===== config.mk =====
export PLATFORM = sky130hd
export DESIGN_NAME = modbus_rtu_frame_engine
export DESIGN_NICKNAME = d
export VERILOG_FILES = /design/src/rtl/mrfe_pkg.sv /design/src/rtl/mrfe_queue.sv /design/src/rtl/mrfe_front.sv /design/src/rtl/mrfe_back.sv /design/src/rtl/modbus_rtu_frame_engine.sv
export SDC_FILE = /design/constraint.sdc
export NUM_CORES = 1
export LEC_CHECK = 0
export ABC_CLOCK_PERIOD_IN_PS = 6200
export BUFFER_PORTS_ARGS = -buffer_cell sky130_fd_sc_hd__buf_2
export CAP_MARGIN = 20
export CORE_UTILIZATION = 61
export DETAILED_ROUTE_END_ITERATION = 10
export HOLD_SLACK_MARGIN = 0.03
export PLACE_DENSITY = 0.81
export RECOVER_POWER = 50
export SYNTH_ARGS = -nofsm -noshare
export SYNTH_HDL_FRONTEND = slang
export SYNTH_SLANG_ARGS = --single-unit

===== constraint.sdc =====
create_clock -name clock -period 6.2 [get_ports clock]
set_clock_uncertainty 0.1 [all_clocks]
set_input_delay 1.24 -clock clock [delete_from_list [all_inputs] [get_ports clock]]
set_output_delay 1.24 -clock clock [all_outputs]
set_load 0.05 [all_outputs]

===== src/rtl/mrfe_pkg.sv =====
// Shared types, codes and the CRC-16/MODBUS byte step for the RTU frame engine.
`default_nettype none

package mrfe_pkg;

   localparam int FrameMaxDefault = 256;
   localparam int QueueDepth      = 4;
   localparam int ExpW            = 10;
   localparam logic [15:0] CrcInit = 16'hFFFF;
   localparam logic [15:0] CrcPoly = 16'hA001;
   localparam logic [7:0]  FcExceptionBit = 8'h80;
   localparam logic [7:0]  FcCodeMask     = 8'h7F;
   localparam logic [7:0]  FcMaxCounted   = 8'h04;

   typedef enum logic [1:0] {
      OP_TX  = 2'd0,
      OP_RX  = 2'd1,
      OP_GAP = 2'd2
   } op_type;

   typedef enum logic [1:0] {
      KIND_TX     = 2'd0,
      KIND_PDU    = 2'd1,
      KIND_STATUS = 2'd2
   } kind_type;

   typedef enum logic [1:0] {
      ST_OK    = 2'd0,
      ST_SHORT = 2'd1,
      ST_CRC   = 2'd2,
      ST_ADDR  = 2'd3
   } status_type;

   // One queued item's worth of results, handed from front to back.
   typedef struct packed {
      logic        is_tx;
      logic        send_addr;
      logic [7:0]  addr;
      logic [7:0]  data;
      logic        last;
      logic [15:0] crc;
      logic        pdu;
      logic        stat_valid;
      status_type  stat;
   } rec_type;

   function automatic logic [15:0] crc_add(input logic [15:0] crc, input logic [7:0] b);
      logic [15:0] c;
      c = crc ^ {8'h00, b};
      for (int k = 0; k < 8; k++) begin
         c = c[0] ? ((c >> 1) ^ CrcPoly) : (c >> 1);
      end
      return c;
   endfunction

endpackage

`default_nettype wire


===== src/rtl/mrfe_queue.sv =====
// Short FIFO of result records between front and back.
`default_nettype none

module mrfe_queue
   import mrfe_pkg::*;
(
   input  wire logic    clock,
   input  wire logic    reset,
   input  wire logic    push,
   input  rec_type      push_rec,
   output logic         full,
   input  wire logic    pop,
   output rec_type      head_rec,
   output logic         empty
);

   localparam int PtrW = $clog2(QueueDepth);
   localparam int CntW = $clog2(QueueDepth + 1);

   rec_type             mem_ff [QueueDepth];
   logic [PtrW-1:0]     wr_ptr_ff, wr_ptr_in;
   logic [PtrW-1:0]     rd_ptr_ff, rd_ptr_in;
   logic [CntW-1:0]     count_ff, count_in;
   logic                do_push, do_pop;

   assign full     = (count_ff == CntW'(QueueDepth));
   assign empty    = (count_ff == '0);
   assign do_push  = push && !full;
   assign do_pop   = pop && !empty;
   assign head_rec = mem_ff[rd_ptr_ff];

   always_comb begin
      wr_ptr_in = do_push ? wr_ptr_ff + PtrW'(1) : wr_ptr_ff;
      rd_ptr_in = do_pop  ? rd_ptr_ff + PtrW'(1) : rd_ptr_ff;
      count_in  = count_ff;
      if (do_push && !do_pop) begin
         count_in = count_ff + CntW'(1);
      end else if (do_pop && !do_push) begin
         count_in = count_ff - CntW'(1);
      end
   end

   always_ff @(posedge clock) begin
      if (reset) begin
         wr_ptr_ff <= '0;
         rd_ptr_ff <= '0;
         count_ff  <= '0;
      end else begin
         wr_ptr_ff <= wr_ptr_in;
         rd_ptr_ff <= rd_ptr_in;
         count_ff  <= count_in;
      end
   end

   always_ff @(posedge clock) begin
      if (do_push) begin
         mem_ff[wr_ptr_ff] <= push_rec;
      end
   end

endmodule

`default_nettype wire


===== src/rtl/mrfe_front.sv =====
// Front end: accepts items, runs both CRCs and the receive framing, queues result records.
`default_nettype none

module mrfe_front
   import mrfe_pkg::*;
#(
   parameter int FRAME_MAX = FrameMaxDefault
)
(
   input  wire logic        clock,
   input  wire logic        reset,
   input  wire logic        req_tvalid,
   output logic             req_tready,
   input  wire logic [1:0]  req_op,
   input  wire logic [7:0]  req_byte,
   input  wire logic        req_last,
   input  wire logic [7:0]  req_addr,
   output logic             push,
   output rec_type          push_rec,
   input  wire logic        q_full
);

   localparam int CntW = $clog2(FRAME_MAX + 1);

   logic [15:0]     tx_crc_ff, tx_crc_in;
   logic            tx_active_ff, tx_active_in;
   logic [7:0]      exp_addr_ff, exp_addr_in;
   logic [15:0]     rx_crc_ff, rx_crc_in;
   logic [CntW-1:0] rx_count_ff, rx_count_in;
   logic [7:0]      hold0_ff, hold0_in;
   logic [7:0]      hold1_ff, hold1_in;
   logic [7:0]      first_ff, first_in;
   logic [7:0]      func_ff, func_in;
   logic [7:0]      bcnt_ff, bcnt_in;
   logic            pend_ff, pend_in;
   logic [7:0]      pend_byte_ff, pend_byte_in;
   logic            pend_last_ff, pend_last_in;

   logic            accept;
   logic [7:0]      tx_byte;
   logic [15:0]     tx_crc_step;
   logic [15:0]     addr_crc;
   logic [15:0]     rx_crc_step;
   logic [CntW-1:0] cnt_new;
   logic [ExpW-1:0] expect_len;
   logic            done;
   status_type      rx_stat;
   status_type      gap_stat;

   assign req_tready = !pend_ff && !q_full;
   assign accept     = req_tvalid && req_tready;

   // The first transmit byte takes two CRC steps: address first, then the held byte.
   assign tx_byte     = pend_ff ? pend_byte_ff : req_byte;
   assign tx_crc_step = crc_add(tx_crc_ff, tx_byte);
   assign addr_crc    = crc_add(CrcInit, req_addr);
   assign rx_crc_step = crc_add(rx_crc_ff, hold0_ff);
   assign cnt_new     = rx_count_ff + CntW'(1);

   always_comb begin
      if ((func_ff & FcExceptionBit) != 8'h00) begin
         expect_len = ExpW'(5);
      end else if ((func_ff & FcCodeMask) <= FcMaxCounted) begin
         expect_len = ExpW'(5) + {{(ExpW-8){1'b0}}, bcnt_ff};
      end else begin
         expect_len = ExpW'(8);
      end
      done = (cnt_new >= CntW'(FRAME_MAX));
      if (cnt_new >= CntW'(5) && ExpW'(cnt_new) >= expect_len) begin
         done = 1'b1;
      end

      // Status as it would stand after this received byte goes in.
      if (cnt_new < CntW'(4)) begin
         rx_stat = ST_SHORT;
      end else if ({req_byte, hold1_ff} != rx_crc_step) begin
         rx_stat = ST_CRC;
      end else if (first_ff != exp_addr_ff) begin
         rx_stat = ST_ADDR;
      end else begin
         rx_stat = ST_OK;
      end

      if (rx_count_ff < CntW'(4)) begin
         gap_stat = ST_SHORT;
      end else if ({hold1_ff, hold0_ff} != rx_crc_ff) begin
         gap_stat = ST_CRC;
      end else if (first_ff != exp_addr_ff) begin
         gap_stat = ST_ADDR;
      end else begin
         gap_stat = ST_OK;
      end
   end

   always_comb begin
      tx_crc_in    = tx_crc_ff;
      tx_active_in = tx_active_ff;
      exp_addr_in  = exp_addr_ff;
      rx_crc_in    = rx_crc_ff;
      rx_count_in  = rx_count_ff;
      hold0_in     = hold0_ff;
      hold1_in     = hold1_ff;
      first_in     = first_ff;
      func_in      = func_ff;
      bcnt_in      = bcnt_ff;
      pend_in      = pend_ff;
      pend_byte_in = pend_byte_ff;
      pend_last_in = pend_last_ff;

      push                = 1'b0;
      push_rec            = '0;
      push_rec.is_tx      = 1'b1;
      push_rec.send_addr  = pend_ff;
      push_rec.addr       = exp_addr_ff;
      push_rec.data       = tx_byte;
      push_rec.last       = pend_ff ? pend_last_ff : req_last;
      push_rec.crc        = tx_crc_step;
      push_rec.stat       = ST_OK;

      if (pend_ff) begin
         if (!q_full) begin
            push         = 1'b1;
            pend_in      = 1'b0;
            tx_crc_in    = pend_last_ff ? CrcInit : tx_crc_step;
            tx_active_in = !pend_last_ff;
         end
      end else if (accept) begin
         case (req_op)
            OP_TX: begin
               if (!tx_active_ff) begin
                  // Start of request: latch address, clear receive side, hold byte.
                  exp_addr_in  = req_addr;
                  tx_crc_in    = addr_crc;
                  tx_active_in = 1'b1;
                  pend_in      = 1'b1;
                  pend_byte_in = req_byte;
                  pend_last_in = req_last;
                  rx_crc_in    = CrcInit;
                  rx_count_in  = '0;
                  hold0_in     = 8'h00;
                  hold1_in     = 8'h00;
                  first_in     = 8'h00;
                  func_in      = 8'h00;
                  bcnt_in      = 8'h00;
               end else begin
                  push         = 1'b1;
                  tx_crc_in    = req_last ? CrcInit : tx_crc_step;
                  tx_active_in = !req_last;
               end
            end
            OP_RX: begin
               push_rec.is_tx      = 1'b0;
               push_rec.send_addr  = 1'b0;
               push_rec.data       = hold0_ff;
               push_rec.pdu        = (rx_count_ff >= CntW'(3));
               push_rec.stat_valid = done;
               push_rec.stat       = rx_stat;
               push                = push_rec.pdu || done;
               if (rx_count_ff == CntW'(0)) first_in = req_byte;
               if (rx_count_ff == CntW'(1)) func_in  = req_byte;
               if (rx_count_ff == CntW'(2)) bcnt_in  = req_byte;
               if (rx_count_ff >= CntW'(2)) rx_crc_in = rx_crc_step;
               hold0_in    = hold1_ff;
               hold1_in    = req_byte;
               rx_count_in = cnt_new;
               if (done) begin
                  rx_crc_in   = CrcInit;
                  rx_count_in = '0;
                  hold0_in    = 8'h00;
                  hold1_in    = 8'h00;
                  first_in    = 8'h00;
                  func_in     = 8'h00;
                  bcnt_in     = 8'h00;
               end
            end
            OP_GAP: begin
               push_rec.is_tx      = 1'b0;
               push_rec.send_addr  = 1'b0;
               push_rec.stat_valid = 1'b1;
               push_rec.stat       = gap_stat;
               push                = 1'b1;
               rx_crc_in   = CrcInit;
               rx_count_in = '0;
               hold0_in    = 8'h00;
               hold1_in    = 8'h00;
               first_in    = 8'h00;
               func_in     = 8'h00;
               bcnt_in     = 8'h00;
            end
            default: begin
               // Unused operation code: drop.
            end
         endcase
      end
   end

   always_ff @(posedge clock) begin
      if (reset) begin
         tx_crc_ff    <= CrcInit;
         tx_active_ff <= 1'b0;
         exp_addr_ff  <= 8'h00;
         rx_crc_ff    <= CrcInit;
         rx_count_ff  <= '0;
         hold0_ff     <= 8'h00;
         hold1_ff     <= 8'h00;
         first_ff     <= 8'h00;
         func_ff      <= 8'h00;
         bcnt_ff      <= 8'h00;
         pend_ff      <= 1'b0;
      end else begin
         tx_crc_ff    <= tx_crc_in;
         tx_active_ff <= tx_active_in;
         exp_addr_ff  <= exp_addr_in;
         rx_crc_ff    <= rx_crc_in;
         rx_count_ff  <= rx_count_in;
         hold0_ff     <= hold0_in;
         hold1_ff     <= hold1_in;
         first_ff     <= first_in;
         func_ff      <= func_in;
         bcnt_ff      <= bcnt_in;
         pend_ff      <= pend_in;
      end
   end

   always_ff @(posedge clock) begin
      pend_byte_ff <= pend_byte_in;
      pend_last_ff <= pend_last_in;
   end

endmodule

`default_nettype wire


===== src/rtl/mrfe_back.sv =====
// Back end: expands each queued record into result items through an output register.
`default_nettype none

module mrfe_back
   import mrfe_pkg::*;
(
   input  wire logic        clock,
   input  wire logic        reset,
   input  rec_type          head_rec,
   input  wire logic        q_empty,
   output logic             pop,
   output logic             rsp_tvalid,
   input  wire logic        rsp_tready,
   output logic [1:0]       rsp_kind,
   output logic [7:0]       rsp_byte,
   output logic [1:0]       rsp_status,
   output logic             rsp_last
);

   logic [1:0]  step_ff, step_in;
   logic        valid_ff, valid_in;
   kind_type    kind_ff, kind_in;
   logic [7:0]  byte_ff, byte_in;
   status_type  stat_ff, stat_in;
   logic        last_ff, last_in;

   logic        load;
   logic [1:0]  last_step;
   logic [1:0]  sel;

   assign load = !q_empty && (!valid_ff || rsp_tready);

   always_comb begin
      kind_in = KIND_TX;
      byte_in = 8'h00;
      stat_in = ST_OK;
      last_in = 1'b0;
      sel     = 2'd0;
      if (head_rec.is_tx) begin
         last_step = {head_rec.last, head_rec.send_addr};
         // Skip the address slot when this is not the first byte.
         sel = step_ff + {1'b0, !head_rec.send_addr};
         case (sel)
            2'd0: byte_in = head_rec.addr;
            2'd1: byte_in = head_rec.data;
            2'd2: byte_in = head_rec.crc[7:0];
            default: begin
               byte_in = head_rec.crc[15:8];
               last_in = 1'b1;
            end
         endcase
      end else begin
         last_step = {1'b0, head_rec.pdu && head_rec.stat_valid};
         if (step_ff == 2'd0 && head_rec.pdu) begin
            kind_in = KIND_PDU;
            byte_in = head_rec.data;
         end else begin
            kind_in = KIND_STATUS;
            stat_in = head_rec.stat;
            last_in = 1'b1;
         end
      end

      pop      = load && (step_ff == last_step);
      step_in  = step_ff;
      valid_in = valid_ff && !rsp_tready;
      if (load) begin
         valid_in = 1'b1;
         step_in  = pop ? 2'd0 : step_ff + 2'd1;
      end
   end

   always_ff @(posedge clock) begin
      if (reset) begin
         step_ff  <= 2'd0;
         valid_ff <= 1'b0;
      end else begin
         step_ff  <= step_in;
         valid_ff <= valid_in;
      end
   end

   always_ff @(posedge clock) begin
      if (load) begin
         kind_ff <= kind_in;
         byte_ff <= byte_in;
         stat_ff <= stat_in;
         last_ff <= last_in;
      end
   end

   assign rsp_tvalid = valid_ff;
   assign rsp_kind   = kind_ff;
   assign rsp_byte   = byte_ff;
   assign rsp_status = stat_ff;
   assign rsp_last   = last_ff;

endmodule

`default_nettype wire


===== src/rtl/modbus_rtu_frame_engine.sv =====
// Top level of the Modbus RTU master frame engine.
//
//  channel  direction  tdata                                tuser          tlast
//  req_     in         [7:0] data_byte, [15:8] slave_addr   operation      last_byte
//  rsp_     out        [7:0] out_byte, [9:8] status         kind           last_out
//
// An item is taken every cycle while the record queue has room and no first byte is pending;
// the first byte of a request goes through the front as an address CRC step, then a byte CRC step.
// The back end sends one result item a cycle while rsp_tready is not held low, and each accepted
// item causes 0 to 4 result items at the output.
// Synchronous active-high reset clears framing state, the queue and the output valid flag.
// The queue lets the front keep taking items while the output side stalls.
`default_nettype none

module modbus_rtu_frame_engine
   import mrfe_pkg::*;
#(
   parameter int FRAME_MAX = FrameMaxDefault
)
(
   input  wire logic        clock,
   input  wire logic        reset,
   input  wire logic        req_tvalid,
   output logic             req_tready,
   input  wire logic [15:0] req_tdata,   // [7:0] data_byte, [15:8] slave_address
   input  wire logic [1:0]  req_tuser,   // [1:0] operation
   input  wire logic        req_tlast,
   output logic             rsp_tvalid,
   input  wire logic        rsp_tready,
   output logic [15:0]      rsp_tdata,   // [7:0] out_byte, [9:8] status, rest zero
   output logic [1:0]       rsp_tuser,   // [1:0] kind
   output logic             rsp_tlast
);

   logic     push, q_full, q_empty, pop;
   rec_type  push_rec, head_rec;
   logic [7:0] out_byte;
   logic [1:0] out_status;

   mrfe_front #(
      .FRAME_MAX (FRAME_MAX)
   ) u_front (
      .clock      (clock),
      .reset      (reset),
      .req_tvalid (req_tvalid),
      .req_tready (req_tready),
      .req_op     (req_tuser),
      .req_byte   (req_tdata[7:0]),
      .req_last   (req_tlast),
      .req_addr   (req_tdata[15:8]),
      .push       (push),
      .push_rec   (push_rec),
      .q_full     (q_full)
   );

   mrfe_queue u_queue (
      .clock    (clock),
      .reset    (reset),
      .push     (push),
      .push_rec (push_rec),
      .full     (q_full),
      .pop      (pop),
      .head_rec (head_rec),
      .empty    (q_empty)
   );

   mrfe_back u_back (
      .clock      (clock),
      .reset      (reset),
      .head_rec   (head_rec),
      .q_empty    (q_empty),
      .pop        (pop),
      .rsp_tvalid (rsp_tvalid),
      .rsp_tready (rsp_tready),
      .rsp_kind   (rsp_tuser),
      .rsp_byte   (out_byte),
      .rsp_status (out_status),
      .rsp_last   (rsp_tlast)
   );

   assign rsp_tdata = {6'b000000, out_status, out_byte};

endmodule

`default_nettype wire

==> results.md, run 1 <==
- Port bufs: 37
- Syn-to-layout area delta: 10.84%
- Residual DRC count: 0
- Cell-internal power: 3.714 mW
- Setup violators final: 0
- Final worst path period need: 4.564 ns
- Pin slew with the least headroom to its limit: 3.876 ns
- Core area: 20,170 um2
- Syn_area_per_cell: 12.93 um2
- Top cell family by delay on the critical path: buffers and inverters
- CTS Buffer Depth: 3
- Initial antenna violation count: 0
- RSZ-0062 raised after global routing: no
- Worst setup path class: input pin to flop
- CP max FO: 97
- Worst path arrival time: 4.94 ns
- Seq/Total Area, Yosys: 59.14%
- Fin nets: 1,047
- PD cells: 373.9 nW/um2
- Hold Path Class: flop to flop
- Global-route wire length before repair: 43,260 um
- Hold path cells: 2
- EDFF count, synth: 178
- Post-synth top area share: 42.68%
- Flop pwr share: 43.8%
- # fillers: 1,425
- Setup TNS: 0 ns
- # clock sinks: 281
- Clock transition at path regs: 0.06 ns
- R2r setup slk: 2.05 ns
- Initial Util: 62.10%
- Antenna viol nets, final: 0
- Drt first pass iters: 7
- Failing checks: max-capacitance violations, max-slew violations
- CP Capture Type: flop
- Register bit total from synthesis: 281
- Asr flop ratio synth: 0%
- Via count: 7,910
- Clk pwr share: 36.2%
- Largest net degree at the start of global routing: 98
- Outcome: complete, but fails checks
- Switching Share: 28.46%
- Die Wd: 145.3 um
- Number of setup buffers added after CTS: 0
- Ys Warns: 0
- Die area: 21,110 um2
- WL final: 27,370 um
- MaxCap Viol Count: 2
- Overall Power: 5.191 mW
- FF-to-FF End: u_front.rx_crc_ff[13]$_SDFFE_PP1P_
- Worst-path cell chain: buf_2 > clkbuf_1 > or2_1 > o22a_1
- Crit path largest cell delay: 2.72 ns
- Worst setup SP type: input pin
- Worst skew pair latency: 0.54 ns
- FF-to-FF path depth: 12
- Hold buffer count at cts: 0
- Layout cells sized above 1: 12.68%
- DP HPWL: 17,590 um
- Post-CTS Resized: 0
- Worst path slowest cell: clkbuf_1
- Slew Viols, Final: 108
- Antenna diode count: 0
- Critical Path RT: 6.58 ns
- Area contributors post-synth: edfxtp_1, dfxtp_1, mux4_2, xnor2_1, ha_1
- CP Capture Point: u_front.rx_crc_ff[13]$_SDFFE_PP1P_
- Fmax: 219.1 MHz
- Most frequent cells after synthesis: edfxtp_1, dfxtp_1, nand2_1
- P_sw: 1.477 mW
- Comb pwr share: 20.1%
- Cell Count, Final, Fillers Out: 1,287
- Count of different cell masters after synthesis: 59
- Drt via density: 6.146
- Gp weighted congestion: 0.8629
- CTS tree: done
- Clock buffer count from CTS: 28
- Synthesized area: 12,520 um2
- H-tree depth: 1
- Wire per inst: 21.27 um
- Leak: 4.657 nW
- Worst VDD drop: 0.2328 mV
- Post-synth top area cell: edfxtp_1
- Period utilization: 73.61%
- CP startpoint: reset
- Final Hold Fails: 0
- Total track usage: 26.42%
- Vert. Die Dim: 145.3 um
- CP Depth: 4
- CTS root buf: clkbuf_16
- Placed cell count: 1,234
- WP buf/inv: 2
- Top-level port count: 44
- Mapped Cells: 969
- Worst r2r src: u_front.rx_count_ff[0]$_SDFFE_PP0P_
- Vias in the first global route: 7,743
- Overflow after GRT: 0
- Final hold slack: 0.3860 ns
- Rel. slew slack: -158.4%
- Post-synth top flop: edfxtp_1
- Most common cell in the synthesized netlist: edfxtp_1
- Rows: 52
- Initial drt markers: 669
## cells by family (layout without fill, tap and decap cells)
family / Yosys count / in the layout / synth area share, %
flops: 281 / 281 / 59.14
buf+inv: 73 / 116 / 2.627
fa+ha+maj: 29 / 29 / 2.957
mux: 58 / 58 / 9.341
compound gates: 168 / 168 / 8.261
simple gates: 262 / 262 / 10.51
xor+xnor: 97 / 97 / 7.133
other cells: 1 / 6 / 0.02994
## power groups by stage
| stage | combinational, mW | clock, mW | sequential, mW |
|---|---|---|---|
| 6_report | 1.04 | 1.88 | 2.27 |
| 5_1_grt | 1.11 | 1.96 | 2.28 |
| 4_1_cts | 1.06 | 1.89 | 2.27 |
| 3_5_place_dp | 1.04 | 0 | 2.31 |
| 3_3_place_gp | 1.01 | 0 | 2.30 |
| 2_1_floorplan | 0.632 | 0 | 2.45 |
## worst min path at each step
stage                                            from                           endpoint  slack (ns)
finish                   u_back.rsp_tvalid$_SDFF_PP0_       u_back.rsp_tvalid$_SDFF_PP0_        0.39
global route        u_front.rx_crc_ff[7]$_SDFFE_PP1P_  u_front.rx_crc_ff[7]$_SDFFE_PP1P_        0.40
CTS                      u_back.rsp_tvalid$_SDFF_PP0_       u_back.rsp_tvalid$_SDFF_PP0_        0.39
detailed placement       u_back.rsp_tvalid$_SDFF_PP0_       u_back.rsp_tvalid$_SDFF_PP0_        0.37
global placement         u_back.rsp_tvalid$_SDFF_PP0_       u_back.rsp_tvalid$_SDFF_PP0_        0.35
floorplan             u_front.func_ff[2]$_SDFFE_PP0P_    u_front.func_ff[2]$_SDFFE_PP0P_        0.35
## worst reg2reg max path, stage by stage, from the launching register on
cell	delay, ns
dfxtp_1	0.45
ha_1	0.39
nand3_2	0.17
nor3_1	0.31
xnor2_1	0.21
inv_1	0.11
ha_1	0.31
and3_1	0.19
a221oi_1	0.41
o21a_1	0.41
nand2_2	0.13
or3_1	0.55
o22a_1	0.29
## metal layers
metal / track usage (%) / share of wire (%) / routed length (um) / vias up
li1: - / - / - / 3628
met1: 36.63 / 42 / 11630 / 3902
met2: 43.39 / 49 / 13310 / 333
met3: 4.245 / 6.7 / 1828 / 47
met4: 7.474 / 2.2 / 606 / 0
met5: 0 / 0 / 0 / -
## state kept, by name (all words and copies together), names as in the netlist, 2 cells and up, named ones only
| signal | count |
|---|---|
| u_front.rx_crc_ff | 16 |
| u_queue.count_ff | 3 |
| u_queue.mem_ff | 156 |
| u_queue.wr_ptr_ff | 2 |
| u_front.hold0_ff | 8 |
| u_front.exp_addr_ff | 8 |
| u_front.func_ff | 8 |
| u_back.rsp_byte | 8 |
| u_queue.rd_ptr_ff | 2 |
| u_front.hold1_ff | 8 |
| u_front.first_ff | 8 |
| u_front.bcnt_ff | 8 |
| u_front.rx_count_ff | 9 |
| u_back.rsp_status | 2 |
| u_front.tx_crc_ff | 16 |
| u_back.step_ff | 2 |
| u_front.pend_byte_ff | 8 |
| u_back.rsp_kind | 2 |
## through the flow
step	util [%]	area, um2	setup slack (ns)
CTS	69.01	13920	2.145
global placement	63.82	12870	2.312
finish	68.83	13880	1.636
detailed placement	63.82	12870	2.165
floorplan	-	12540	2.649
global route	68.83	13880	1.245
## cell usage in the layout, fill, tap and decap left out, types with 5 or more instances in the layout
cell       instances
o22ai_1           10
nand2_1           83
buf_4              5
or4_1              5
a211o_1            9
clkbuf_16         29
mux4_2            47
nor2_1            44
nor3_1             7
nand3b_1          26
nor2b_1            5
buf_2             13
and3_1             7
o21ai_0           46
edfxtp_1         178
and2_0             5
a21o_1             6
mux2i_1           10
a21oi_1           55
bufinv_16          6
nand3_1           36
a221oi_1           5
dfxtp_1          101
inv_1             19
clkbuf_8           6
conb_1             6
ha_1              28
xnor2_1           62
nand2b_1          16
xor2_1            32
clkbuf_1          27
nor3b_1            5
o22a_1            12
## cell type report
cell class	instances	area, um2	share of cell area (%)
Inverter	20	75.07	0.5408
Timing Repair Buffer	44	216.5	1.559
Clock inverter	15	231.5	1.667
Clock buffer	37	815.8	5.877
Tap cell	270	337.8	2.434
Multi-Input combinational cell	620	4796	34.55
Sequential cell	281	7410	53.38
No activity file was read; power rests on OpenSTA's default activity.
==> run 2: changes to the inputs <==
ABC_CLOCK_PERIOD_IN_PS = 4100   (was 6200)
CORE_UTILIZATION = 56   (was 61)
PLACE_DENSITY = 0.78   (was 0.81)
clock period = 4.1 ns   (was 6.2 ns; I/O delays follow)
==> run 2 against run 1 <==
Against the previous run:
- the run still ends with max-capacitance violations, max-slew violations left
- cell count is 1.6% higher
- global-route usage is 1.7 points lower
- worst setup slack worse by 1.4 ns
- sequential power is 51% higher
- critical path depth is 9 higher
- power is 46% higher
- design area is 0.41% lower
==> results.md, run 2 (synthesis gave the netlist of run 1 again) <==
- WL final: 27,060 um (was 27,370 um)
- Final worst path period need: 3.837 ns
- Largest register FFs: 156 (unchanged)
- Die area: 22,970 um2 (was 21,110 um2)
- H-tree depth: 1 (unchanged)
- Worst skew pair latency: 0.55 ns (was 0.54 ns)
- Vert. Die Dim: 151.6 um (was 145.3 um)
- Worst setup SP type: flop (was input pin)
- Final core utilization: 63.15% (was 68.83%)
- Number of setup buffers added after CTS: 0 (unchanged)
- Initial Util: 57.21% (was 62.10%)
- Fin nets: 1,057 (was 1,047)
- Die Wd: 151.6 um (was 145.3 um)
- Leak: 4.625 nW (was 4.657 nW)
- Antenna diode count: 0 (unchanged)
- Port bufs: 37 (unchanged)
- Slew Viols, Final: 42 (was 108)
- Rows: 54 (was 52)
- Pin slew with the least headroom to its limit: 1.859 ns (was 3.876 ns)
- PD cells: 546.6 nW/um2 (was 373.9 nW/um2)
- Worst slack at placement: 0.3525 ns (was 2.165 ns)
- Critical Path RT: 4.46 ns (was 6.58 ns)
- Final instance area: 13,820 um2 (was 13,880 um2)
- Clock transition at path regs: 0.06 ns (about the same)
- Setup violators final: 0 (unchanged)
- CTS Buffer Depth: 3 (unchanged)
- DP HPWL: 17,770 um (was 17,590 um)
- Rel. slew slack: -23.95% (was -158.4%)
- Most common cell after layout, fill and taps aside: edfxtp_1 (unchanged)
- Largest regs: u_queue.mem_ff x156, u_front.rx_crc_ff x16, u_front.tx_crc_ff x16 (unchanged)
- Residual DRC count: 0 (unchanged)
- Most frequent cells in the layout: edfxtp_1, dfxtp_1, nand2_1 (unchanged)
- Syn-to-layout area delta: 10.38% (was 10.84%)
- Drt via density: 5.943 (was 6.146)
- MaxCap Viol Count: 2 (unchanged)
- Gp weighted congestion: 0.8748 (was 0.8629)
- CP Capture Type: flop (unchanged)
- Clock buffer count from CTS: 28 (unchanged)
- Total track usage: 24.70% (was 26.42%)
- Core area: 21,890 um2 (was 20,170 um2)
- Hold Path Class: flop to flop (unchanged)
- Dpl cell area: 12,960 um2 (was 12,870 um2)
- Overflow after GRT: 0 (unchanged)
- Cell Count, Final, Fillers Out: 1,307 (was 1,287)
- Final Hold Fails: 0 (unchanged)
- Antenna viol nets, final: 0 (unchanged)
- Vias in the first global route: 7,833 (was 7,743)
- Hold buffer count at cts: 0 (unchanged)
- Global-route wire length before repair: 42,880 um (was 43,260 um)
- Placed cell count: 1,255 (was 1,234)
- Outcome: complete, but fails checks (unchanged)
- Drt first pass iters: 5 (was 7)
- Top-level port count: 44 (unchanged)
- CTS root buf: clkbuf_16 (unchanged)
- Failing checks: max-capacitance violations, max-slew violations (unchanged)
- CTS tree: done (unchanged)
- Layout cells sized above 1: 12.37% (was 12.68%)
- Overall Power: 7.556 mW (was 5.191 mW)
- Setup TNS: 0 ns (unchanged)
- Via count: 7,768 (was 7,910)
- Fmax: 260.6 MHz
- Worst path arrival time: 4.20 ns (was 4.94 ns)
- Post-CTS Resized: 0 (unchanged)
- Initial drt markers: 643 (was 669)
- Initial antenna violation count: 0 (unchanged)
- Worst VDD drop: 0.3956 mV (was 0.2328 mV)
- Final hold slack: 0.3744 ns (was 0.3860 ns)
- # clock sinks: 281 (unchanged)
- Worst setup path class: flop to flop (was input pin to flop)
- Largest net degree at the start of global routing: 44 (was 98)
- RSZ-0062 raised after global routing: yes (was no)
- Worst setup margin: 0.2634 ns (was 1.636 ns)
- CP max FO: 8 (was 97)
- Period utilization: 93.58%
- Most flops, register: u_queue.mem_ff (unchanged)
- Wire per inst: 20.70 um (was 21.27 um)
run 2: cell count changes in the layout (fill, tap and decap cells not counted), moves of 3 or more:
cell,delta
buf_4,+6
clkbuf_8,-4
clkbuf_1,+13
bufinv_16,-3
run 2: worst max-delay path, stage by stage, from the launching register on:
cell      delay [ns]
dfxtp_1         0.31
nor4_1          0.38
nand2_1         0.15
nor2_1          0.30
nand2_1         0.12
ha_1            0.32
a21o_1          0.19
a21oi_1         0.13
o21ai_0         0.11
a221oi_1        0.40
o21ai_0         0.41
o21ai_1         0.61
nand3b_1        0.13
o21ai_0         0.10
run 2: final timing paths:
check,from,slack (ns),endpoint,depth (start not counted)
max,u_front.func_ff[3]$_SDFFE_PP0P_,0.26,u_front.bcnt_ff[5]$_SDFFE_PP0P_,13
min,u_back.rsp_tvalid$_SDFF_PP0_,0.37,u_back.rsp_tvalid$_SDFF_PP0_,2
max reg2reg,u_front.func_ff[3]$_SDFFE_PP0P_,0.26,u_front.bcnt_ff[5]$_SDFFE_PP0P_,13
min reg2reg,u_back.rsp_tvalid$_SDFF_PP0_,0.37,u_back.rsp_tvalid$_SDFF_PP0_,2
run 2: per-layer routing:
metal	GRT usage, %	wire [um]	share of wire (%)
met4	7.426	661	2.4
met2	43.17	13520	50
met1	31.98	11390	42
met5	0	0	0
met3	3.473	1479	5.5
run 2: final cells by class:
type / instances / area, um2
fill: 1630 / 8066
sequential: 281 / 7408
multi-input combinational: 620 / 4806
clock buffer: 40 / 765.7
tap: 280 / 350.3
timing repair buffer: 54 / 260.3
clock inverter: 12 / 158.9
inverter: 20 / 75.07
run 2: power breakdown:
| group | internal (mW) | switching [mW] | total [mW] |
|---|---|---|---|
| clock | 1.49 | 1.06 | 2.56 |
| combinational | 0.521 | 1.05 | 1.57 |
| sequential | 3.32 | 0.110 | 3.43 |
| total | 5.34 | 2.22 | 7.56 |
